[src/rtl/srt_pkg.sv]
`timescale 1ns / 1ps

package srt_pkg;

	// Table geometry.
	localparam int ROUTES = 16;
	localparam int IDX_W  = (ROUTES > 1) ? $clog2(ROUTES) : 1;
	localparam int CNT_W  = $clog2(ROUTES + 1);

	// Field widths.
	localparam int OP_W   = 2;
	localparam int NODE_W = 32;
	localparam int SVC_W  = 32;
	localparam int LINK_W = 8;
	localparam int DEC_W  = 2;
	localparam int CFG_W  = 32;
	localparam int CIDX_W = 2;

	typedef logic [IDX_W-1:0]  idx_t;
	typedef logic [CNT_W-1:0]  cnt_t;
	typedef logic [OP_W-1:0]   op_t;
	typedef logic [NODE_W-1:0] node_t;
	typedef logic [SVC_W-1:0]  svc_t;
	typedef logic [LINK_W-1:0] link_t;
	typedef logic [DEC_W-1:0]  dec_t;
	typedef logic [CFG_W-1:0]  cfg_data_t;
	typedef logic [CIDX_W-1:0] cfg_idx_t;

	// Operation codes.
	localparam op_t OP_LOOKUP = 2'd0;
	localparam op_t OP_ADD    = 2'd1;
	localparam op_t OP_REMOVE = 2'd2;

	// Decision codes.
	localparam dec_t DEC_LOCAL   = 2'd0;
	localparam dec_t DEC_FORWARD = 2'd1;
	localparam dec_t DEC_STORE   = 2'd2;

	// Configuration register indexes.
	localparam cfg_idx_t REG_LOCAL_NODE     = 2'd0;
	localparam cfg_idx_t REG_LOCAL_SERVICE  = 2'd1;
	localparam cfg_idx_t REG_DEFAULT_ENABLE = 2'd2;
	localparam cfg_idx_t REG_DEFAULT_LINK   = 2'd3;

	// Controller states.
	typedef enum logic [1:0] {
		ST_IDLE,
		ST_SCAN,
		ST_DRAIN,
		ST_COMMIT
	} state_t;

	// Commands from the controller to the datapath.
	typedef struct packed {
		logic load;
		logic step;
		logic commit;
	} cmd_t;

	// Status from the datapath to the controller.
	typedef struct packed {
		logic scan_last;
		logic out_free;
	} sts_t;

endpackage

[src/rtl/srt_req_if.sv]
`timescale 1ns / 1ps

interface srt_req_if;
	logic          valid;
	logic          ready;
	srt_pkg::op_t   operation;
	srt_pkg::node_t node;
	srt_pkg::svc_t  service;
	srt_pkg::link_t link_id;

	modport source (output valid, output operation, output node, output service,
		output link_id, input ready);
	modport sink (input valid, input operation, input node, input service,
		input link_id, output ready);
endinterface

[src/rtl/srt_rsp_if.sv]
`timescale 1ns / 1ps

interface srt_rsp_if;
	logic          valid;
	logic          ready;
	srt_pkg::dec_t  decision;
	srt_pkg::link_t link_out;
	logic          success;

	modport source (output valid, output decision, output link_out, output success,
		input ready);
	modport sink (input valid, input decision, input link_out, input success,
		output ready);
endinterface

[src/rtl/srt_ctrl.sv]
`timescale 1ns / 1ps

module srt_ctrl (
	input  logic           clk,
	input  logic           arst_n,
	input  logic           req_valid,
	output logic           req_ready,
	input  srt_pkg::sts_t  sts,
	output srt_pkg::cmd_t  cmd
);

	srt_pkg::state_t state_q;
	srt_pkg::state_t state_next;

	// State register.
	always_ff @(posedge clk or negedge arst_n) begin
		if (!arst_n) begin
			state_q <= srt_pkg::ST_IDLE;
		end else begin
			state_q <= state_next;
		end
	end

	// Next state: take a request, walk the table, let the last compare settle, commit.
	always_comb begin
		state_next = state_q;
		case (state_q)
			srt_pkg::ST_IDLE: begin
				if (req_valid) state_next = srt_pkg::ST_SCAN;
			end
			srt_pkg::ST_SCAN: begin
				if (sts.scan_last) state_next = srt_pkg::ST_DRAIN;
			end
			srt_pkg::ST_DRAIN: begin
				state_next = srt_pkg::ST_COMMIT;
			end
			srt_pkg::ST_COMMIT: begin
				if (sts.out_free) state_next = srt_pkg::ST_IDLE;
			end
			default: begin
				state_next = srt_pkg::ST_IDLE;
			end
		endcase
	end

	// Outputs.
	always_comb begin
		req_ready  = 1'b0;
		cmd.load   = 1'b0;
		cmd.step   = 1'b0;
		cmd.commit = 1'b0;
		case (state_q)
			srt_pkg::ST_IDLE: begin
				req_ready = 1'b1;
				cmd.load  = req_valid;
			end
			srt_pkg::ST_SCAN: begin
				cmd.step = 1'b1;
			end
			srt_pkg::ST_DRAIN: begin
				cmd.step = 1'b0;
			end
			srt_pkg::ST_COMMIT: begin
				cmd.commit = sts.out_free;
			end
			default: begin
				req_ready = 1'b0;
			end
		endcase
	end

endmodule

[src/rtl/srt_dpath.sv]
`timescale 1ns / 1ps

module srt_dpath (
	input  logic                clk,
	input  logic                arst_n,
	srt_req_if.sink             req,
	srt_rsp_if.source           rsp,
	input  logic                cfg_we,
	input  srt_pkg::cfg_idx_t   cfg_index,
	input  srt_pkg::cfg_data_t  cfg_data,
	input  srt_pkg::cmd_t       cmd,
	output srt_pkg::sts_t       sts
);

	// Configuration registers.
	srt_pkg::node_t local_node_q;
	srt_pkg::svc_t  local_service_q;
	logic           default_enable_q;
	srt_pkg::link_t default_link_q;

	// Captured request.
	srt_pkg::op_t   op_q;
	srt_pkg::node_t node_q;
	srt_pkg::svc_t  service_q;
	srt_pkg::link_t link_q;

	// Route table storage and occupancy.
	srt_pkg::node_t mem_node [srt_pkg::ROUTES];
	srt_pkg::link_t mem_link [srt_pkg::ROUTES];
	logic [srt_pkg::ROUTES-1:0] valid_q;
	srt_pkg::cnt_t  count_q;

	// Scan pipeline.
	srt_pkg::idx_t  rd_idx_q;
	logic           pv_s1;
	srt_pkg::idx_t  idx_s1;
	srt_pkg::node_t rd_node_s1;
	srt_pkg::link_t rd_link_s1;

	// Scan results.
	logic           found_q;
	srt_pkg::idx_t  found_idx_q;
	srt_pkg::link_t found_link_q;
	logic           free_found_q;
	srt_pkg::idx_t  free_idx_q;

	// Result register.
	logic           out_valid_q;
	srt_pkg::dec_t  out_dec_q;
	srt_pkg::link_t out_link_q;
	logic           out_succ_q;

	logic           hit;
	logic           local_hit;
	logic           add_new;
	logic           wr_en;
	srt_pkg::idx_t  wr_idx;
	srt_pkg::dec_t  res_dec;
	srt_pkg::link_t res_link;
	logic           res_succ;

	// Configuration writes; indexes past the list are ignored.
	always_ff @(posedge clk or negedge arst_n) begin
		if (!arst_n) begin
			local_node_q     <= '0;
			local_service_q  <= '0;
			default_enable_q <= 1'b0;
			default_link_q   <= '0;
		end else if (cfg_we) begin
			case (cfg_index)
				srt_pkg::REG_LOCAL_NODE:     local_node_q     <= cfg_data;
				srt_pkg::REG_LOCAL_SERVICE:  local_service_q  <= cfg_data;
				srt_pkg::REG_DEFAULT_ENABLE: default_enable_q <= cfg_data[0];
				srt_pkg::REG_DEFAULT_LINK:   default_link_q   <= cfg_data[srt_pkg::LINK_W-1:0];
				default: ;
			endcase
		end
	end

	// Request capture at the input transfer.
	always_ff @(posedge clk) begin
		if (cmd.load) begin
			op_q      <= req.operation;
			node_q    <= req.node;
			service_q <= req.service;
			link_q    <= req.link_id;
		end
	end

	// Read address counter; one entry is read per scan cycle.
	always_ff @(posedge clk or negedge arst_n) begin
		if (!arst_n) begin
			rd_idx_q <= '0;
			pv_s1    <= 1'b0;
		end else begin
			if (cmd.load) begin
				rd_idx_q <= '0;
			end else if (cmd.step) begin
				rd_idx_q <= rd_idx_q + srt_pkg::idx_t'(1);
			end
			pv_s1 <= cmd.step;
		end
	end

	assign sts.scan_last = (rd_idx_q == srt_pkg::idx_t'(srt_pkg::ROUTES - 1));

	// Table memory: registered read on the scan port, one write at commit.
	always_ff @(posedge clk) begin
		if (cmd.step) begin
			rd_node_s1 <= mem_node[rd_idx_q];
			rd_link_s1 <= mem_link[rd_idx_q];
			idx_s1     <= rd_idx_q;
		end
		if (wr_en) begin
			mem_node[wr_idx] <= node_q;
			mem_link[wr_idx] <= link_q;
		end
	end

	// Compare stage: keep the first matching entry and the lowest free slot.
	assign hit = pv_s1 && valid_q[idx_s1] && (rd_node_s1 == node_q);

	always_ff @(posedge clk or negedge arst_n) begin
		if (!arst_n) begin
			found_q      <= 1'b0;
			free_found_q <= 1'b0;
		end else if (cmd.load) begin
			found_q      <= 1'b0;
			free_found_q <= 1'b0;
		end else if (pv_s1) begin
			if (hit && !found_q) found_q <= 1'b1;
			if (!valid_q[idx_s1] && !free_found_q) free_found_q <= 1'b1;
		end
	end

	always_ff @(posedge clk) begin
		if (hit && !found_q) begin
			found_idx_q  <= idx_s1;
			found_link_q <= rd_link_s1;
		end
		if (pv_s1 && !valid_q[idx_s1] && !free_found_q) begin
			free_idx_q <= idx_s1;
		end
	end

	// Result and table update for the captured request.
	assign local_hit = (node_q == local_node_q) &&
		((service_q == local_service_q) || (local_node_q != '0));
	assign add_new = !found_q && free_found_q &&
		(count_q != srt_pkg::cnt_t'(srt_pkg::ROUTES));
	assign wr_en  = cmd.commit && (op_q == srt_pkg::OP_ADD) && (found_q || add_new);
	assign wr_idx = found_q ? found_idx_q : free_idx_q;

	always_comb begin
		res_dec  = srt_pkg::DEC_LOCAL;
		res_link = '0;
		res_succ = 1'b0;
		case (op_q)
			srt_pkg::OP_LOOKUP: begin
				res_succ = 1'b1;
				if (local_hit) begin
					res_dec = srt_pkg::DEC_LOCAL;
				end else if (found_q) begin
					res_dec  = srt_pkg::DEC_FORWARD;
					res_link = found_link_q;
				end else if (default_enable_q) begin
					res_dec  = srt_pkg::DEC_FORWARD;
					res_link = default_link_q;
				end else begin
					res_dec = srt_pkg::DEC_STORE;
				end
			end
			srt_pkg::OP_ADD: begin
				res_succ = found_q || add_new;
			end
			srt_pkg::OP_REMOVE: begin
				res_succ = found_q;
			end
			default: begin
				res_succ = 1'b0;
			end
		endcase
	end

	// Valid bits and entry count.
	always_ff @(posedge clk or negedge arst_n) begin
		if (!arst_n) begin
			valid_q <= '0;
			count_q <= '0;
		end else if (cmd.commit) begin
			if ((op_q == srt_pkg::OP_ADD) && add_new) begin
				valid_q[free_idx_q] <= 1'b1;
				count_q <= count_q + srt_pkg::cnt_t'(1);
			end else if ((op_q == srt_pkg::OP_REMOVE) && found_q) begin
				valid_q[found_idx_q] <= 1'b0;
				count_q <= count_q - srt_pkg::cnt_t'(1);
			end
		end
	end

	// Output register; frees when the result transfer completes.
	assign sts.out_free = !out_valid_q || rsp.ready;

	always_ff @(posedge clk or negedge arst_n) begin
		if (!arst_n) begin
			out_valid_q <= 1'b0;
		end else if (cmd.commit) begin
			out_valid_q <= 1'b1;
		end else if (rsp.ready) begin
			out_valid_q <= 1'b0;
		end
	end

	always_ff @(posedge clk) begin
		if (cmd.commit) begin
			out_dec_q  <= res_dec;
			out_link_q <= res_link;
			out_succ_q <= res_succ;
		end
	end

	assign rsp.valid    = out_valid_q;
	assign rsp.decision = out_dec_q;
	assign rsp.link_out = out_link_q;
	assign rsp.success  = out_succ_q;

	// The count always matches the number of valid entries.
	a_count_matches: assert property (@(posedge clk) disable iff (!arst_n)
		count_q == srt_pkg::cnt_t'($countones(valid_q)))
		else $error("entry count differs from valid bits");

	// A new route never lands on an occupied slot.
	a_free_slot: assert property (@(posedge clk) disable iff (!arst_n)
		(wr_en && !found_q) |-> !valid_q[free_idx_q])
		else $error("add overwrites a valid entry");

	// A commit never overwrites a result that is still waiting.
	a_no_overwrite: assert property (@(posedge clk) disable iff (!arst_n)
		cmd.commit |-> (!out_valid_q || rsp.ready))
		else $error("result register overwritten");

	// A recorded match always points at a valid entry when committed.
	a_found_valid: assert property (@(posedge clk) disable iff (!arst_n)
		(cmd.commit && found_q) |-> valid_q[found_idx_q])
		else $error("match points at an invalid entry");

endmodule

[src/rtl/static_route_table_unit.sv]
`timescale 1ns / 1ps

// Channel      Role    Fields
// req          sink    operation, node, service, link_id
// rsp          source  decision, link_out, success
// cfg_*        write   cfg_we, cfg_index, cfg_data (no read-back)
//
// Each request passes the input transfer, a scan that reads one table entry per
// cycle on the single memory read port, a step for the last compare to settle
// and a commit step. The next request is taken once the commit is done.
// Reset clears the valid bits, the entry count and all configuration at once.
// A stalled result waits in the output register; a new request may be taken
// meanwhile, and its commit waits until the register is free.

module static_route_table_unit (
	input  logic               clk,
	input  logic               arst_n,
	srt_req_if.sink            req,
	srt_rsp_if.source          rsp,
	input  logic               cfg_we,
	input  srt_pkg::cfg_idx_t  cfg_index,
	input  srt_pkg::cfg_data_t cfg_data
);

	srt_pkg::cmd_t cmd;
	srt_pkg::sts_t sts;

	// Sequencer.
	srt_ctrl u_ctrl (
		.clk       (clk),
		.arst_n    (arst_n),
		.req_valid (req.valid),
		.req_ready (req.ready),
		.sts       (sts),
		.cmd       (cmd)
	);

	// Table, compare and result path.
	srt_dpath u_dpath (
		.clk       (clk),
		.arst_n    (arst_n),
		.req       (req),
		.rsp       (rsp),
		.cfg_we    (cfg_we),
		.cfg_index (cfg_index),
		.cfg_data  (cfg_data),
		.cmd       (cmd),
		.sts       (sts)
	);

endmodule
[src/flat_wrapper.sv]
// flat-port wrapper written by rule: the top's interface ports become plain ports
module static_route_table_unit_flat 
  (clk, arst_n, cfg_we, cfg_index, cfg_data, req_valid, req_operation, req_node, req_service, req_link_id, req_ready, rsp_valid, rsp_decision, rsp_link_out, rsp_success, rsp_ready);
  srt_req_if req_i ();
  srt_rsp_if rsp_i ();
  input  logic clk;
  input  logic arst_n;
  input  logic cfg_we;
  input  srt_pkg::cfg_idx_t cfg_index;
  input  srt_pkg::cfg_data_t cfg_data;
  input wire logic [$bits(req_i.valid)-1:0] req_valid;
  input wire logic [$bits(req_i.operation)-1:0] req_operation;
  input wire logic [$bits(req_i.node)-1:0] req_node;
  input wire logic [$bits(req_i.service)-1:0] req_service;
  input wire logic [$bits(req_i.link_id)-1:0] req_link_id;
  output wire logic [$bits(req_i.ready)-1:0] req_ready;
  output wire logic [$bits(rsp_i.valid)-1:0] rsp_valid;
  output wire logic [$bits(rsp_i.decision)-1:0] rsp_decision;
  output wire logic [$bits(rsp_i.link_out)-1:0] rsp_link_out;
  output wire logic [$bits(rsp_i.success)-1:0] rsp_success;
  input wire logic [$bits(rsp_i.ready)-1:0] rsp_ready;
  assign req_i.valid = req_valid;
  assign req_i.operation = req_operation;
  assign req_i.node = req_node;
  assign req_i.service = req_service;
  assign req_i.link_id = req_link_id;
  assign req_ready = req_i.ready;
  assign rsp_valid = rsp_i.valid;
  assign rsp_decision = rsp_i.decision;
  assign rsp_link_out = rsp_i.link_out;
  assign rsp_success = rsp_i.success;
  assign rsp_i.ready = rsp_ready;
  static_route_table_unit u_core (.clk(clk), .arst_n(arst_n), .req(req_i), .rsp(rsp_i), .cfg_we(cfg_we), .cfg_index(cfg_index), .cfg_data(cfg_data));
endmodule
[config.mk]
export PLATFORM = sky130hd
export DESIGN_NAME = static_route_table_unit_flat
export DESIGN_NICKNAME = d
export VERILOG_FILES = /design/src/rtl/srt_pkg.sv /design/src/rtl/srt_req_if.sv /design/src/rtl/srt_rsp_if.sv /design/src/rtl/srt_ctrl.sv /design/src/rtl/srt_dpath.sv /design/src/rtl/static_route_table_unit.sv /design/src/flat_wrapper.sv
export SDC_FILE = /design/constraint.sdc
export NUM_CORES = 1
export LEC_CHECK = 0
export ABC_CLOCK_PERIOD_IN_PS = 11200
export BUFFER_PORTS_ARGS = -buffer_cell sky130_fd_sc_hd__buf_4
export CAP_MARGIN = 0
export CORE_ASPECT_RATIO = 1.75
export CORE_MARGIN = 1.5
export CORE_UTILIZATION = 60
export CTS_CLUSTER_SIZE = 24
export DETAILED_ROUTE_END_ITERATION = 12
export GPL_TIMING_DRIVEN = 1
export PLACE_DENSITY = 0.8
export SLEW_MARGIN = 20
export SYNTH_ARGS = -nofsm -noshare
export SYNTH_HDL_FRONTEND = slang
export SYNTH_SLANG_ARGS = --single-unit
[constraint.sdc]
create_clock -name clk -period 11.2 [get_ports clk]
set_input_delay 3.36 -clock clk [delete_from_list [all_inputs] [get_ports clk]]
set_output_delay 3.36 -clock clk [all_outputs]
set_load 0.1 [all_outputs]
==> results of run 1 <==
[power by group through the flow]
stage               Clock, uW  Combinational, uW  Sequential (uW)
global placement            0               1660             4390
detailed placement          0               1710             4410
CTS                      2850               1740             4340
global route             2960               1820             4380
floorplan                   0               1230             4320
finish                   2810               1720             4340
[layout make-up]
type                       count  area (um^2)  share of cell area [%]
multi-input combinational    613         7870                    20.2
inverter                      12         45.0                   0.116
clock inverter                45          557                    1.43
clock buffer                  96         2100                    5.39
sequential                   889        26200                    67.2
timing repair buffer         165         1260                    3.24
tap                          760          951                    2.44
[flip-flops by register name, indices dropped and copies added (netlist names), 16 cells and up]
register                        cells
u_core.u_dpath.mem_node           512
u_core.u_dpath.mem_link           128
u_core.u_dpath.local_node_q        32
u_core.u_dpath.local_service_q     32
u_core.u_dpath.node_q              32
u_core.u_dpath.rd_node_s1          32
u_core.u_dpath.service_q           32
u_core.u_dpath.valid_q             16
[worst max-delay path by stage]
stage                                                  to  cells after the start  startpoint  slack, ns
after floorplan            u_core.u_dpath.mem_link[12][0]                      6   rsp_ready       4.75
after global placement    u_core.u_dpath.mem_node[14][22]                      7   rsp_ready       4.96
after detailed placement  u_core.u_dpath.mem_node[12][24]                      8   rsp_ready       5.12
after CTS                 u_core.u_dpath.mem_node[14][31]                      8   rsp_ready       5.73
after global routing      u_core.u_dpath.mem_node[14][31]                      8   rsp_ready       5.55
final                     u_core.u_dpath.mem_node[14][17]                      8   rsp_ready       5.67
[metal layers]
| layer | part of all wire [%] | track usage (%) | vias up |
|---|---|---|---|
| li1 | - | - | 6839 |
| met1 | 36 | 35.2 | 8741 |
| met2 | 53 | 46.4 | 842 |
| met3 | 7.2 | 4.09 | 142 |
| met4 | 3.8 | 11.7 | 0 |
| met5 | 0 | 0 | - |
[through the flow]
| stage | cell area (um^2) | setup WS (ns) |
|---|---|---|
| after floorplan | 34300 | 4.75 |
| after global placement | 36300 | 4.96 |
| after detailed placement | 36300 | 5.12 |
| after CTS | 39000 | 5.73 |
| after global routing | 39000 | 5.55 |
| final | 39000 | 5.67 |
[cell usage in the layout, fill, tap and decap left out, types with 11 or more instances in the layout]
cell	n
buf_4	163
inv_1	12
nand4_1	16
bufinv_16	12
xor2_1	70
nand2_1	29
nor4_1	27
edfxtp_1	785
clkinv_2	14
mux4_2	204
clkbuf_16	80
o21ai_0	23
xnor2_1	34
a21oi_1	13
mux2_2	74
nor2_1	23
clkbuf_1	11
nor2_4	16
dfrtp_1	100
[logic make-up (layout without fill, tap and decap cells)]
family / count (synthesis) / count (layout) / share of synthesized area [%]
adder cells (fa/ha/maj): 7 / 7 / 0.256
buffers and inverters: 73 / 318 / 1.05
flip-flops: 889 / 889 / 76.4
multiplexers: 283 / 283 / 16.0
XOR/XNOR: 104 / 104 / 2.66
AO/OA/AOI/OAI: 68 / 68 / 1.34
AND/OR/NAND/NOR: 151 / 151 / 2.29
==> impl_results.html, run 1 <==
<table>
<tr><th>Metric</th><th>Value</th></tr>
<tr><th colspan="2">Setup path</th></tr>
<tr><td>Cell type with the highest occurrence count on the critical path</td><td>nand2_1</td></tr>
<tr><td>Kind of start point of the critical path</td><td>input port</td></tr>
<tr><td>R2R Path End</td><td>u_core.u_dpath.rd_node_s1[22]</td></tr>
<tr><td>Depth of the worst register-to-register path</td><td>4</td></tr>
<tr><td>Slack of the worst reg-to-reg path</td><td>7.37 ns</td></tr>
<tr><td>Cell type group with the largest total delay on the critical path</td><td>simple AND/OR/NAND/NOR gates</td></tr>
<tr><td>Worst r2r src</td><td>u_core.u_dpath.rd_idx_q[1]</td></tr>
<tr><td>CP max FO</td><td>23</td></tr>
<tr><td>Largest stage delay on the critical path</td><td>0.63 ns</td></tr>
<tr><td>Series of cell instances along the critical path</td><td>buf_4 &gt; nand2b_1 &gt; nand2_1 &gt; inv_1 &gt; o2111a_1 &gt; nand2_1 &gt; nor2_4 &gt; buf_12</td></tr>
<tr><td>Buffer and inverter count on the worst path</td><td>3</td></tr>
<tr><td>Required time of the worst setup path</td><td>11.52 ns</td></tr>
<tr><td>Endpoint class of the critical path</td><td>flop</td></tr>
<tr><td>Library cell contributing the largest single delay on the critical path</td><td>nor2_4</td></tr>
<tr><td>Startpoint-to-endpoint class of the critical path</td><td>in -&gt; reg</td></tr>
<tr><td>Critical path data arrival time</td><td>5.85 ns</td></tr>
<tr><th colspan="2">CTS</th></tr>
<tr><td>Cell at the root of the clock tree</td><td>clkbuf_16</td></tr>
<tr><td>CTS Buf Count</td><td>77</td></tr>
<tr><td>Quantity of hold-fixing buffers added after cts</td><td>0</td></tr>
<tr><td>Sinks on the clock net</td><td>889</td></tr>
<tr><td>Clock-pin slew reported for the worst setup and hold paths after clock tree synthesis</td><td>0.06 ns</td></tr>
<tr><td>H-Tree Depth</td><td>3</td></tr>
<tr><td>Number of buffers inserted to repair setup after CTS</td><td>0</td></tr>
<tr><td>CTS tree</td><td>done</td></tr>
<tr><td>Worst-Skew Late Latency</td><td>about 0.63 ns</td></tr>
<tr><td>Cells resized by post-CTS repair</td><td>0</td></tr>
<tr><td>Clock tree buffer depth</td><td>3</td></tr>
<tr><th colspan="2">STA</th></tr>
<tr><td>Final number of hold-violating endpoints</td><td>0</td></tr>
<tr><td>Highest clock rate</td><td>181 MHz</td></tr>
<tr><td>Slew margin rel.</td><td>25.8%</td></tr>
<tr><td>Final critical-path required period</td><td>5.53 ns</td></tr>
<tr><td>Number of failing setup endpoints in the final timing report</td><td>0</td></tr>
<tr><td>Max-slew violation total from the final report</td><td>0</td></tr>
<tr><td>Clock Skew</td><td>0.0178 ns</td></tr>
<tr><td>Unrepaired setup endpoints after global routing</td><td>no</td></tr>
<tr><td>Transition time of the tightest slew-check pin</td><td>1.11 ns</td></tr>
<tr><td>Final-layout worst hold slack</td><td>0.424 ns</td></tr>
<tr><td>Total negative slack for setup checks</td><td>0 ns</td></tr>
<tr><td>Period utilization</td><td>49.4%</td></tr>
<tr><th colspan="2">Floorplan</th></tr>
<tr><td>Chip Height</td><td>319 um</td></tr>
<tr><td>Initial core utilization</td><td>approximately three fifths</td></tr>
<tr><td>Die area</td><td>0.0586 mm^2</td></tr>
<tr><td>Std cell rows</td><td>115</td></tr>
<tr><td>Standard cell core area</td><td>around 0.056 mm^2</td></tr>
<tr><td>IO Count</td><td>126</td></tr>
<tr><td>Die width</td><td>about 180 um</td></tr>
<tr><th colspan="2">Drt</th></tr>
<tr><td>Drt via density</td><td>6.42</td></tr>
<tr><td>Post-Route WL</td><td>76900 um</td></tr>
<tr><td>Number of search-and-repair iterations in the first detailed-routing pass</td><td>5</td></tr>
<tr><td>Detailed router's first-iteration violation count</td><td>1687</td></tr>
<tr><td>DR WL/cell</td><td>just under 30 um</td></tr>
<tr><td>DRT antenna net count</td><td>0</td></tr>
<tr><td>DRC violation count after routing</td><td>0</td></tr>
<tr><td>Total vias in the final route</td><td>16.6k</td></tr>
<tr><th colspan="2">Place</th></tr>
<tr><td>Port Buffer Count</td><td>~130</td></tr>
<tr><td>Instance count after placement with tap cells included</td><td>2439</td></tr>
<tr><td>Placer congestion estimate</td><td>0.880</td></tr>
<tr><td>DP Wirelength</td><td>46700 um</td></tr>
<tr><th colspan="2">Worst hold path</th></tr>
<tr><td>Hold path depth</td><td>0</td></tr>
<tr><td>HP Start</td><td>u_core.u_dpath.rd_link_s1[2]</td></tr>
<tr><td>Hold EP</td><td>u_core.u_dpath.found_link_q[2]</td></tr>
<tr><td>Type of the most critical hold path</td><td>reg -&gt; reg</td></tr>
<tr><th colspan="2">Global route</th></tr>
<tr><td>Global-route usage over all layers</td><td>roughly 27%</td></tr>
<tr><td>Antenna violations before repair</td><td>0</td></tr>
<tr><td>Vias in the first global route</td><td>17.6k</td></tr>
<tr><td>Total gr overflow</td><td>0</td></tr>
<tr><td>First-pass GRT wire length</td><td>115000 um</td></tr>
<tr><td>Largest net degree at the start of global routing</td><td>106</td></tr>
<tr><th colspan="2">Pwr</th></tr>
<tr><td>Leakage</td><td>between 0.01 and 0.015 uW</td></tr>
<tr><td>Switching pwr</td><td>around 2400 uW</td></tr>
<tr><td>Overall power</td><td>8880 uW</td></tr>
<tr><td>Worst VDD drop</td><td>168 uV</td></tr>
<tr><td>Relative contribution of sequential cells to total power</td><td>48.9%</td></tr>
<tr><td>Relative contribution of combinational cells to total power</td><td>19.4%</td></tr>
<tr><td>Pwr per Cell Area</td><td>228 mW/mm^2</td></tr>
<tr><td>Clock group share of total power</td><td>31.7%</td></tr>
<tr><td>Fraction of power spent switching nets</td><td>27.4%</td></tr>
<tr><td>Internal power component</td><td>6450 uW</td></tr>
<tr><th colspan="2">Synth</th></tr>
<tr><td>Ys Warns</td><td>0</td></tr>
<tr><td>Dominant cells by area after synthesis</td><td>edfxtp_1, mux4_2, dfrtp_1, mux2_2, xor2_1</td></tr>
<tr><td>Commonest cells post-synth</td><td>edfxtp_1, mux4_2, dfrtp_1, mux2_2, xor2_1</td></tr>
<tr><td>Share of async-settable or async-resettable flops after synthesis</td><td>11.7%</td></tr>
<tr><td>Library cell with the highest instance count after synthesis</td><td>edfxtp_1</td></tr>
<tr><td>Number of synthesized flops with an enable pin</td><td>between 700 and 800</td></tr>
<tr><td>Most used DFF post-synth</td><td>edfxtp_1</td></tr>
<tr><td>Gate Count Post-Synth</td><td>1575</td></tr>
<tr><td>Fraction of the yosys area taken by sequential cells</td><td>76.4%</td></tr>
<tr><td>Mean Syn Cell Area</td><td>21.8 um^2</td></tr>
<tr><td>Synthesized cell area</td><td>0.0343 mm^2</td></tr>
<tr><td>Area share of the largest cell type after synthesis</td><td>68.8%</td></tr>
<tr><td>Number of flip-flops and latches in the synthesized netlist</td><td>889</td></tr>
<tr><td>Largest area contributor in the synthesized netlist</td><td>edfxtp_1</td></tr>
<tr><td>Post-synthesis cell type count</td><td>50</td></tr>
<tr><td>Total nets after synthesis</td><td>1695</td></tr>
<tr><th colspan="2">Finish</th></tr>
<tr><td>Fill count</td><td>3238</td></tr>
<tr><td>Total inserted antenna cells</td><td>0</td></tr>
<tr><td>Layout overhead on the synthesized area</td><td>13.7%</td></tr>
<tr><td>Post-route non-filler standard cell count</td><td>2580</td></tr>
<tr><td>Post-layout net count</td><td>between 1.5k and 2k</td></tr>
<tr><td>Finished Core Util</td><td>69.3%</td></tr>
<tr><td>Share of post-route cells with drive strength above 1</td><td>32.8%</td></tr>
<tr><th colspan="2">Outcome</th></tr>
<tr><td>Run status</td><td>finished clean</td></tr>
<tr><th colspan="2">Job</th></tr>
<tr><td>Max-cap violations</td><td>0</td></tr>
</table>
Note: power is estimated with default switching activity, not from simulation.
==> inputs of run 2 (changes only) <==
Settings changed: ABC_CLOCK_PERIOD_IN_PS 11200 to 5190.
Clock period 11.2 ns to 5.19 ns, I/O delays scaled along.
==> run 2 against run 1 <==
Against the previous run: combinational power grew 130%; total power increased by 110%; cell area hardly changed; first-iteration DRC count rose by 1.9%; clock power increased by 100%; worst setup slack got worse by 4.3 ns; die area unchanged.
==> impl_results.html, run 2 (synthesis gave the netlist of run 1 again) <==
<table>
<tr><th>Metric</th><th>Value</th></tr>
<tr><th colspan="2">Finish</th></tr>
<tr><td>Finished Core Util</td><td>69.3%</td></tr>
<tr><td>Layout overhead on the synthesized area</td><td>13.7%</td></tr>
<tr><td>Fill count</td><td>3253</td></tr>
<tr><td>Highest-count cells in the layout ignoring fill and taps</td><td>edfxtp_1, mux4_2, buf_4, dfrtp_1, clkbuf_16</td></tr>
<tr><td>Register with the highest flop count</td><td>u_core.u_dpath.mem_node</td></tr>
<tr><td>Leading registers by flop count</td><td>u_core.u_dpath.mem_node (512), u_core.u_dpath.mem_link (128)</td></tr>
<tr><td>Share of post-route cells with drive strength above 1</td><td>between 30% and 40%</td></tr>
<tr><td>Post-layout net count</td><td>1884</td></tr>
<tr><td>Flip-flop count of the largest register after layout</td><td>between 500 and 600</td></tr>
<tr><td>Most frequent standard cell in the layout excluding fill and tap cells</td><td>edfxtp_1</td></tr>
<tr><th colspan="2">Worst hold path</th></tr>
<tr><td>Hold path depth</td><td>0</td></tr>
<tr><td>Type of the most critical hold path</td><td>reg -&gt; reg</td></tr>
<tr><th colspan="2">STA</th></tr>
<tr><td>Total negative slack for setup checks</td><td>0 ns</td></tr>
<tr><td>Final-layout worst hold slack</td><td>0.419 ns</td></tr>
<tr><td>Final number of hold-violating endpoints</td><td>0</td></tr>
<tr><td>Max-slew violation total from the final report</td><td>0</td></tr>
<tr><td>Clock Skew</td><td>approximately 0.023 ns</td></tr>
<tr><td>Number of failing setup endpoints in the final timing report</td><td>0</td></tr>
<tr><td>Unrepaired setup endpoints after global routing</td><td>no</td></tr>
<tr><td>Highest clock rate</td><td>262 MHz</td></tr>
<tr><td>Final critical-path required period</td><td>3.81 ns</td></tr>
<tr><td>Period utilization</td><td>about three quarters</td></tr>
<tr><td>Transition time of the tightest slew-check pin</td><td>around 1.2 ns</td></tr>
<tr><td>Slew margin rel.</td><td>21.5%</td></tr>
<tr><th colspan="2">Setup path</th></tr>
<tr><td>Largest stage delay on the critical path</td><td>0.58 ns</td></tr>
<tr><td>Depth of the critical timing path with buffers and inverters included</td><td>8</td></tr>
<tr><td>Kind of start point of the critical path</td><td>input port</td></tr>
<tr><td>CP max FO</td><td>18</td></tr>
<tr><td>Cell type group with the largest total delay on the critical path</td><td>simple AND/OR/NAND/NOR gates</td></tr>
<tr><td>Endpoint class of the critical path</td><td>flop</td></tr>
<tr><td>Critical path data arrival time</td><td>between 4 and 5 ns</td></tr>
<tr><td>Buffer and inverter count on the worst path</td><td>3</td></tr>
<tr><td>Startpoint-to-endpoint class of the critical path</td><td>in -&gt; reg</td></tr>
<tr><td>Depth of the worst register-to-register path</td><td>7</td></tr>
<tr><td>Series of cell instances along the critical path</td><td>buf_4 &gt; nand2b_1 &gt; nand2_1 &gt; inv_1 &gt; o2111a_1 &gt; nand2_1 &gt; nor2_4 &gt; buf_4</td></tr>
<tr><td>Library cell contributing the largest single delay on the critical path</td><td>nor2_4</td></tr>
<tr><td>Required time of the worst setup path</td><td>between 5 and 6 ns</td></tr>
<tr><th colspan="2">Drt</th></tr>
<tr><td>DRT antenna net count</td><td>0</td></tr>
<tr><td>Total vias in the final route</td><td>between 15k and 20k</td></tr>
<tr><td>Detailed router's first-iteration violation count</td><td>between 1.5k and 2k</td></tr>
<tr><td>Drt via density</td><td>6.56</td></tr>
<tr><td>DRC violation count after routing</td><td>0</td></tr>
<tr><td>DR WL/cell</td><td>31.4 um</td></tr>
<tr><td>Number of search-and-repair iterations in the first detailed-routing pass</td><td>5</td></tr>
<tr><td>Post-Route WL</td><td>~80000 um</td></tr>
<tr><th colspan="2">Floorplan</th></tr>
<tr><td>Std cell rows</td><td>115</td></tr>
<tr><td>IO Count</td><td>about 130</td></tr>
<tr><td>Die area</td><td>0.0586 mm^2</td></tr>
<tr><td>Initial core utilization</td><td>60.9%</td></tr>
<tr><td>Die width</td><td>184 um</td></tr>
<tr><td>Standard cell core area</td><td>0.0563 mm^2</td></tr>
<tr><td>Chip Height</td><td>319 um</td></tr>
<tr><th colspan="2">Outcome</th></tr>
<tr><td>Run status</td><td>finished clean</td></tr>
<tr><th colspan="2">CTS</th></tr>
<tr><td>CTS tree</td><td>done</td></tr>
<tr><td>Clock tree buffer depth</td><td>3</td></tr>
<tr><td>Quantity of hold-fixing buffers added after cts</td><td>0</td></tr>
<tr><td>CTS Buf Count</td><td>76</td></tr>
<tr><td>Sinks on the clock net</td><td>889</td></tr>
<tr><td>Cells resized by post-CTS repair</td><td>0</td></tr>
<tr><td>Number of buffers inserted to repair setup after CTS</td><td>0</td></tr>
<tr><td>H-Tree Depth</td><td>3</td></tr>
<tr><td>Cell at the root of the clock tree</td><td>clkbuf_16</td></tr>
<tr><td>Clock-pin slew reported for the worst setup and hold paths after clock tree synthesis</td><td>0.07 ns</td></tr>
<tr><td>Worst-Skew Late Latency</td><td>0.63 ns</td></tr>
<tr><th colspan="2">Global route</th></tr>
<tr><td>First-pass GRT wire length</td><td>120000 um</td></tr>
<tr><td>Global-route usage over all layers</td><td>28.7%</td></tr>
<tr><td>Total gr overflow</td><td>0</td></tr>
<tr><td>Largest net degree at the start of global routing</td><td>96</td></tr>
<tr><td>Vias in the first global route</td><td>roughly 18k</td></tr>
<tr><td>Antenna violations before repair</td><td>4</td></tr>
<tr><th colspan="2">Place</th></tr>
<tr><td>DP Wirelength</td><td>approximately 50000 um</td></tr>
<tr><td>Port Buffer Count</td><td>125</td></tr>
<tr><td>Placer congestion estimate</td><td>0.912</td></tr>
<tr><th colspan="2">Pwr</th></tr>
<tr><td>Pwr per Cell Area</td><td>488 mW/mm^2</td></tr>
<tr><td>Leakage</td><td>0.0127 uW</td></tr>
<tr><td>Worst VDD drop</td><td>307 uV</td></tr>
<tr><th colspan="2">Job</th></tr>
<tr><td>Max-cap violations</td><td>0</td></tr>
</table>
-- run 2: final timing paths --
check | to | slack, ns | start
setup / recovery | u_core.u_dpath.mem_node[7][31] | 1.38 | rsp_ready
hold / removal | u_core.u_dpath.found_link_q[6] | 0.42 | u_core.u_dpath.rd_link_s1[6]
setup reg to reg | u_core.u_dpath.mem_node[7][31] | 1.89 | u_core.u_ctrl.state_q[0]
hold reg to reg | u_core.u_dpath.found_link_q[6] | 0.42 | u_core.u_dpath.rd_link_s1[6]
max in group asynchronous | u_core.u_dpath.local_node_q[15] | 3.25 | arst_n
min in group asynchronous | u_core.u_dpath.rd_idx_q[0] | 1.04 | arst_n
-- run 2: where the power goes --
group / switching (uW) / total [uW] / internal, uW
sequential: 714 / 9370 / 8660
clock: 2560 / 5750 / 3200
combinational: 2080 / 3880 / 1790
total: 5360 / 19000 / 13600
-- run 2: routing by layer --
layer	routed length, um	vias to the layer above	GRT usage, %
met5	27	-	0
met4	3490	4	12.2
met3	6180	177	4.60
met2	42500	995	49.2
met1	29100	8905	36.6
li1	-	6863	-
-- run 2: layout make-up --
type	instances	area, um^2	area share, %
Multi-Input combinational cell	613	7870	20.2
Clock inverter	41	412	1.06
Sequential cell	889	26200	67.2
Inverter	12	45.0	0.116
Antenna cell	2	5.00	0.0128
Timing Repair Buffer	172	1430	3.67
Clock buffer	95	2070	5.30
Tap cell	760	951	2.44
-- run 2: worst reg2reg max path: stages (launching register included) --
cell	delay [ns]
dfrtp_1	0.39
ha_1	0.22
nand2_1	0.20
inv_1	0.42
o2111a_1	0.48
nand2_1	0.37
nor2_4	0.59
buf_4	0.34
-- run 2: through the flow --
| stage | setup slack, ns | cell area [um^2] | total power, uW | cells |
|---|---|---|---|---|
| floorplan | 0.544 | 34300 | 12000 | 1575 |
| global placement | 0.809 | 36500 | 13200 | 2446 |
| detailed placement | 0.730 | 36500 | 13300 | 2446 |
| CTS | 1.40 | 39000 | 19100 | 2582 |
| global route | 1.26 | 39000 | 19600 | 2583 |
| finish | 1.38 | 39000 | 19000 | 2584 |
==> inputs of run 3 (changes only) <==
Settings changed: ABC_AREA set to 1, ABC_CLOCK_PERIOD_IN_PS 5190 to 3600, PLACE_DENSITY 0.8 to 0.79.
Clock period 5.19 ns to 3.6 ns, I/O delays scaled along.
==> run 3 against run 2 <==
Against the previous run: sequential power grew 42%; utilization grew 0.074 points; hold slack got worse by 0.037 ns; critical path type is now reg -> reg; critical endpoint is now u_core.u_dpath.rd_node_s1[6].
==> impl_results.html, run 3 <==
<table>
<tr><th>Metric</th><th>Value</th></tr>
<tr><th colspan="2">Synth</th></tr>
<tr><td>Share of async-settable or async-resettable flops after synthesis</td><td>11.7%</td></tr>
<tr><td>Library cell with the highest instance count after synthesis</td><td>edfxtp_1</td></tr>
<tr><td>Number of flip-flops and latches in the synthesized netlist</td><td>889</td></tr>
<tr><td>Total nets after synthesis</td><td>between 2k and 3k</td></tr>
<tr><td>Commonest cells post-synth</td><td>edfxtp_1, inv_1, o21ai_0, nand2_1, a21oi_1</td></tr>
<tr><td>Area share of the largest cell type after synthesis</td><td>65.0%</td></tr>
<tr><td>Dominant cells by area after synthesis</td><td>edfxtp_1, dfrtp_1, mux2i_1, o21ai_0, o211ai_1</td></tr>
<tr><td>Most used DFF post-synth</td><td>edfxtp_1</td></tr>
<tr><td>Number of synthesized flops with an enable pin</td><td>785</td></tr>
<tr><td>Ys Warns</td><td>0</td></tr>
<tr><td>Synthesized cell area</td><td>0.0363 mm^2</td></tr>
<tr><td>Gate Count Post-Synth</td><td>2745</td></tr>
<tr><td>Largest area contributor in the synthesized netlist</td><td>edfxtp_1</td></tr>
<tr><td>Post-synthesis cell type count</td><td>39</td></tr>
<tr><td>Fraction of the yosys area taken by sequential cells</td><td>72.1%</td></tr>
<tr><td>Mean Syn Cell Area</td><td>13.2 um^2</td></tr>
<tr><th colspan="2">STA</th></tr>
<tr><td>Transition time of the tightest slew-check pin</td><td>around 1.1 ns</td></tr>
<tr><td>Post-layout worst setup margin</td><td>0.660 ns</td></tr>
<tr><td>Clock Skew</td><td>0.0316 ns</td></tr>
<tr><td>Period utilization</td><td>between 80% and 90%</td></tr>
<tr><td>Final critical-path required period</td><td>2.94 ns</td></tr>
<tr><td>Number of failing setup endpoints in the final timing report</td><td>0</td></tr>
<tr><td>Max-slew violation total from the final report</td><td>0</td></tr>
<tr><td>Unrepaired setup endpoints after global routing</td><td>no</td></tr>
<tr><td>Final number of hold-violating endpoints</td><td>0</td></tr>
<tr><td>Highest clock rate</td><td>340 MHz</td></tr>
<tr><td>Total negative slack for setup checks</td><td>0 ns</td></tr>
<tr><td>Final-layout worst hold slack</td><td>0.383 ns</td></tr>
<tr><td>Slew margin rel.</td><td>between 20 and 30%</td></tr>
<tr><th colspan="2">Global route</th></tr>
<tr><td>First-pass GRT wire length</td><td>143000 um</td></tr>
<tr><td>Antenna violations before repair</td><td>0</td></tr>
<tr><td>Vias in the first global route</td><td>about 23k</td></tr>
<tr><td>Largest net degree at the start of global routing</td><td>89</td></tr>
<tr><td>Global-route usage over all layers</td><td>31.8%</td></tr>
<tr><td>Total gr overflow</td><td>0</td></tr>
<tr><th colspan="2">CTS</th></tr>
<tr><td>Sinks on the clock net</td><td>889</td></tr>
<tr><td>H-Tree Depth</td><td>3</td></tr>
<tr><td>CTS Buf Count</td><td>78</td></tr>
<tr><td>Clock tree buffer depth</td><td>3</td></tr>
<tr><td>Number of buffers inserted to repair setup after CTS</td><td>0</td></tr>
<tr><td>Quantity of hold-fixing buffers added after cts</td><td>0</td></tr>
<tr><td>Cells resized by post-CTS repair</td><td>0</td></tr>
<tr><td>Cell at the root of the clock tree</td><td>clkbuf_16</td></tr>
<tr><td>Clock-pin slew reported for the worst setup and hold paths after clock tree synthesis</td><td>0.06 ns</td></tr>
<tr><td>CTS tree</td><td>done</td></tr>
<tr><td>Worst-Skew Late Latency</td><td>0.65 ns</td></tr>
<tr><th colspan="2">Setup path</th></tr>
<tr><td>Capturing instance or port of the critical path</td><td>u_core.u_dpath.rd_node_s1[6]</td></tr>
<tr><td>Kind of start point of the critical path</td><td>flop</td></tr>
<tr><td>Endpoint class of the critical path</td><td>flop</td></tr>
<tr><td>Worst r2r src</td><td>u_core.u_dpath.rd_idx_q[0]</td></tr>
<tr><td>Origin of the worst setup path</td><td>u_core.u_dpath.rd_idx_q[0]</td></tr>
<tr><td>Required time of the worst setup path</td><td>between 3 and 4 ns</td></tr>
<tr><td>Depth of the worst register-to-register path</td><td>6</td></tr>
<tr><td>Slack of the worst reg-to-reg path</td><td>around 0.66 ns</td></tr>
<tr><td>CP max FO</td><td>60</td></tr>
<tr><td>R2R Path End</td><td>u_core.u_dpath.rd_node_s1[6]</td></tr>
<tr><td>Critical path data arrival time</td><td>3.27 ns</td></tr>
<tr><td>Startpoint-to-endpoint class of the critical path</td><td>reg -&gt; reg</td></tr>
<tr><th colspan="2">Floorplan</th></tr>
<tr><td>Die width</td><td>189 um</td></tr>
<tr><td>Std cell rows</td><td>119</td></tr>
<tr><td>Chip Height</td><td>328 um</td></tr>
<tr><td>Initial core utilization</td><td>60.5%</td></tr>
<tr><td>IO Count</td><td>126</td></tr>
<tr><td>Standard cell core area</td><td>0.0600 mm^2</td></tr>
<tr><td>Die area</td><td>about 0.062 mm^2</td></tr>
<tr><th colspan="2">Finish</th></tr>
<tr><td>Most frequent standard cell in the layout excluding fill and tap cells</td><td>edfxtp_1</td></tr>
<tr><td>Fill count</td><td>3897</td></tr>
<tr><td>Register with the highest flop count</td><td>u_core.u_dpath.mem_node</td></tr>
<tr><td>Total inserted antenna cells</td><td>0</td></tr>
<tr><td>Post-layout net count</td><td>3054</td></tr>
<tr><td>Layout overhead on the synthesized area</td><td>14.7%</td></tr>
<tr><td>Leading registers by flop count</td><td>u_core.u_dpath.mem_node (512), u_core.u_dpath.mem_link (128)</td></tr>
<tr><td>Highest-count cells in the layout ignoring fill and taps</td><td>edfxtp_1, inv_1, o21ai_0, nand2_1, buf_4</td></tr>
<tr><td>Post-route non-filler standard cell count</td><td>3780</td></tr>
<tr><td>Share of post-route cells with drive strength above 1</td><td>between 10% and 20%</td></tr>
<tr><td>Finished Core Util</td><td>69.3%</td></tr>
<tr><td>Flip-flop count of the largest register after layout</td><td>512</td></tr>
<tr><th colspan="2">Drt</th></tr>
<tr><td>Post-Route WL</td><td>a little under 100000 um</td></tr>
<tr><td>DR WL/cell</td><td>25.6 um</td></tr>
<tr><td>Detailed router's first-iteration violation count</td><td>2255</td></tr>
<tr><td>Number of search-and-repair iterations in the first detailed-routing pass</td><td>5</td></tr>
<tr><td>DRC violation count after routing</td><td>0</td></tr>
<tr><td>Drt via density</td><td>6.09</td></tr>
<tr><td>Total vias in the final route</td><td>23.0k</td></tr>
<tr><td>DRT antenna net count</td><td>0</td></tr>
<tr><th colspan="2">Place</th></tr>
<tr><td>Port Buffer Count</td><td>125</td></tr>
<tr><td>Placer congestion estimate</td><td>0.929</td></tr>
<tr><td>Instance count after placement with tap cells included</td><td>3640</td></tr>
<tr><td>DP Wirelength</td><td>between 60000 and 70000 um</td></tr>
<tr><td>Worst slack, placed</td><td>between 0.4 and 0.5 ns</td></tr>
<tr><th colspan="2">Pwr</th></tr>
<tr><td>Relative contribution of combinational cells to total power</td><td>29.7%</td></tr>
<tr><td>Internal power component</td><td>20000 uW</td></tr>
<tr><td>Switching pwr</td><td>~11000 uW</td></tr>
<tr><td>Relative contribution of sequential cells to total power</td><td>43.1%</td></tr>
<tr><td>Worst VDD drop</td><td>around 530 uV</td></tr>
<tr><td>Clock group share of total power</td><td>a little over a quarter</td></tr>
<tr><td>Leakage</td><td>between 0.015 and 0.02 uW</td></tr>
<tr><td>Fraction of power spent switching nets</td><td>a little over a third</td></tr>
<tr><td>Pwr per Cell Area</td><td>743 mW/mm^2</td></tr>
<tr><th colspan="2">Job</th></tr>
<tr><td>Max-cap violations</td><td>0</td></tr>
<tr><th colspan="2">Worst hold path</th></tr>
<tr><td>Type of the most critical hold path</td><td>in -&gt; async</td></tr>
<tr><th colspan="2">Outcome</th></tr>
<tr><td>Run status</td><td>finished clean</td></tr>
</table>
==> run 3: changes by cell type after synthesis, moves of 58 or more <==
cell      previous run  this run
inv_1               12       306
o21ai_0             23       274
nand2_1             29       263
mux4_2             204         0
a21oi_1             14       182
o211ai_1             0       164
mux2i_1              4       160
mux2_2              74         0
nand3_1              9        70
nor2_1              39        97
==> run 3: power groups by stage <==
stage	Clock (uW)	Sequential [uW]	Combinational, uW
after floorplan	0	13400	5550
after global placement	0	13500	8700
after detailed placement	0	13500	8930
after CTS	8490	13300	9010
after global routing	8860	13400	9780
final	8410	13300	9180
==> run 3: worst min path at each step <==
stage                                       end  depth (start not counted)  slack (ns)                    startpoint
6_report       u_core.u_dpath.default_link_q[4]                          1        0.38                        arst_n
3_3_place_gp     u_core.u_dpath.found_link_q[6]                          0        0.41  u_core.u_dpath.rd_link_s1[6]
5_1_grt          u_core.u_dpath.local_node_q[9]                          1        0.40                        arst_n
2_1_floorplan    u_core.u_dpath.found_link_q[0]                          0        0.40  u_core.u_dpath.rd_link_s1[0]
3_5_place_dp     u_core.u_dpath.found_link_q[6]                          0        0.41  u_core.u_dpath.rd_link_s1[6]
4_1_cts        u_core.u_dpath.default_link_q[1]                          1        0.37                        arst_n
==> run 3: through the flow <==
stage | power [uW] | cell area, um^2
6_report | 30900 | 41600
5_1_grt | 32000 | 41600
4_1_cts | 30800 | 41600
3_5_place_dp | 22400 | 39100
3_3_place_gp | 22200 | 39100
2_1_floorplan | 18900 | 36300
==> run 3: cell families (layout without fill, tap and decap cells) <==
logic type,count (synthesis),in the layout,share of synthesized area (%)
DFF,889,889,72.1
AOI/OAI and AO/OA,681,681,10.6
and+or+nand+nor,509,509,6.05
buffers and inverters,442,691,5.15
muxes,160,160,4.41
xor gates and xnor gates,57,57,1.38
adders and majority gates,7,7,0.241
==> run 3: worst max-delay path, cell delays in order (launching register included) <==
cell      delay (ns)
dfrtp_4         0.87
buf_12          0.35
a21oi_1         0.13
o21ai_0         0.11
o21ai_0         0.11
o211ai_1        0.72
nand2_1         0.26
==> run 3: area by class of cell <==
class	instances	area, um^2	area share (%)
inverter	307	1160	2.78
clock inverter	33	332	0.797
timing repair buffer	244	2360	5.67
clock buffer	107	2210	5.31
multi-input combinational	1414	8380	20.1
tap	786	983	2.36
sequential	889	26200	62.9
==> run 3: per-layer routing <==
metal | part of all wire, % | up-vias | wire (um) | GRT usage [%]
met5 | 0 | - | 0 | 0
met4 | 9.8 | 0 | 9490 | 27.7
met3 | 6.6 | 341 | 6350 | 5.05
met2 | 52 | 1159 | 50200 | 55.1
met1 | 32 | 11300 | 30800 | 33.6
li1 | - | 10300 | - | -
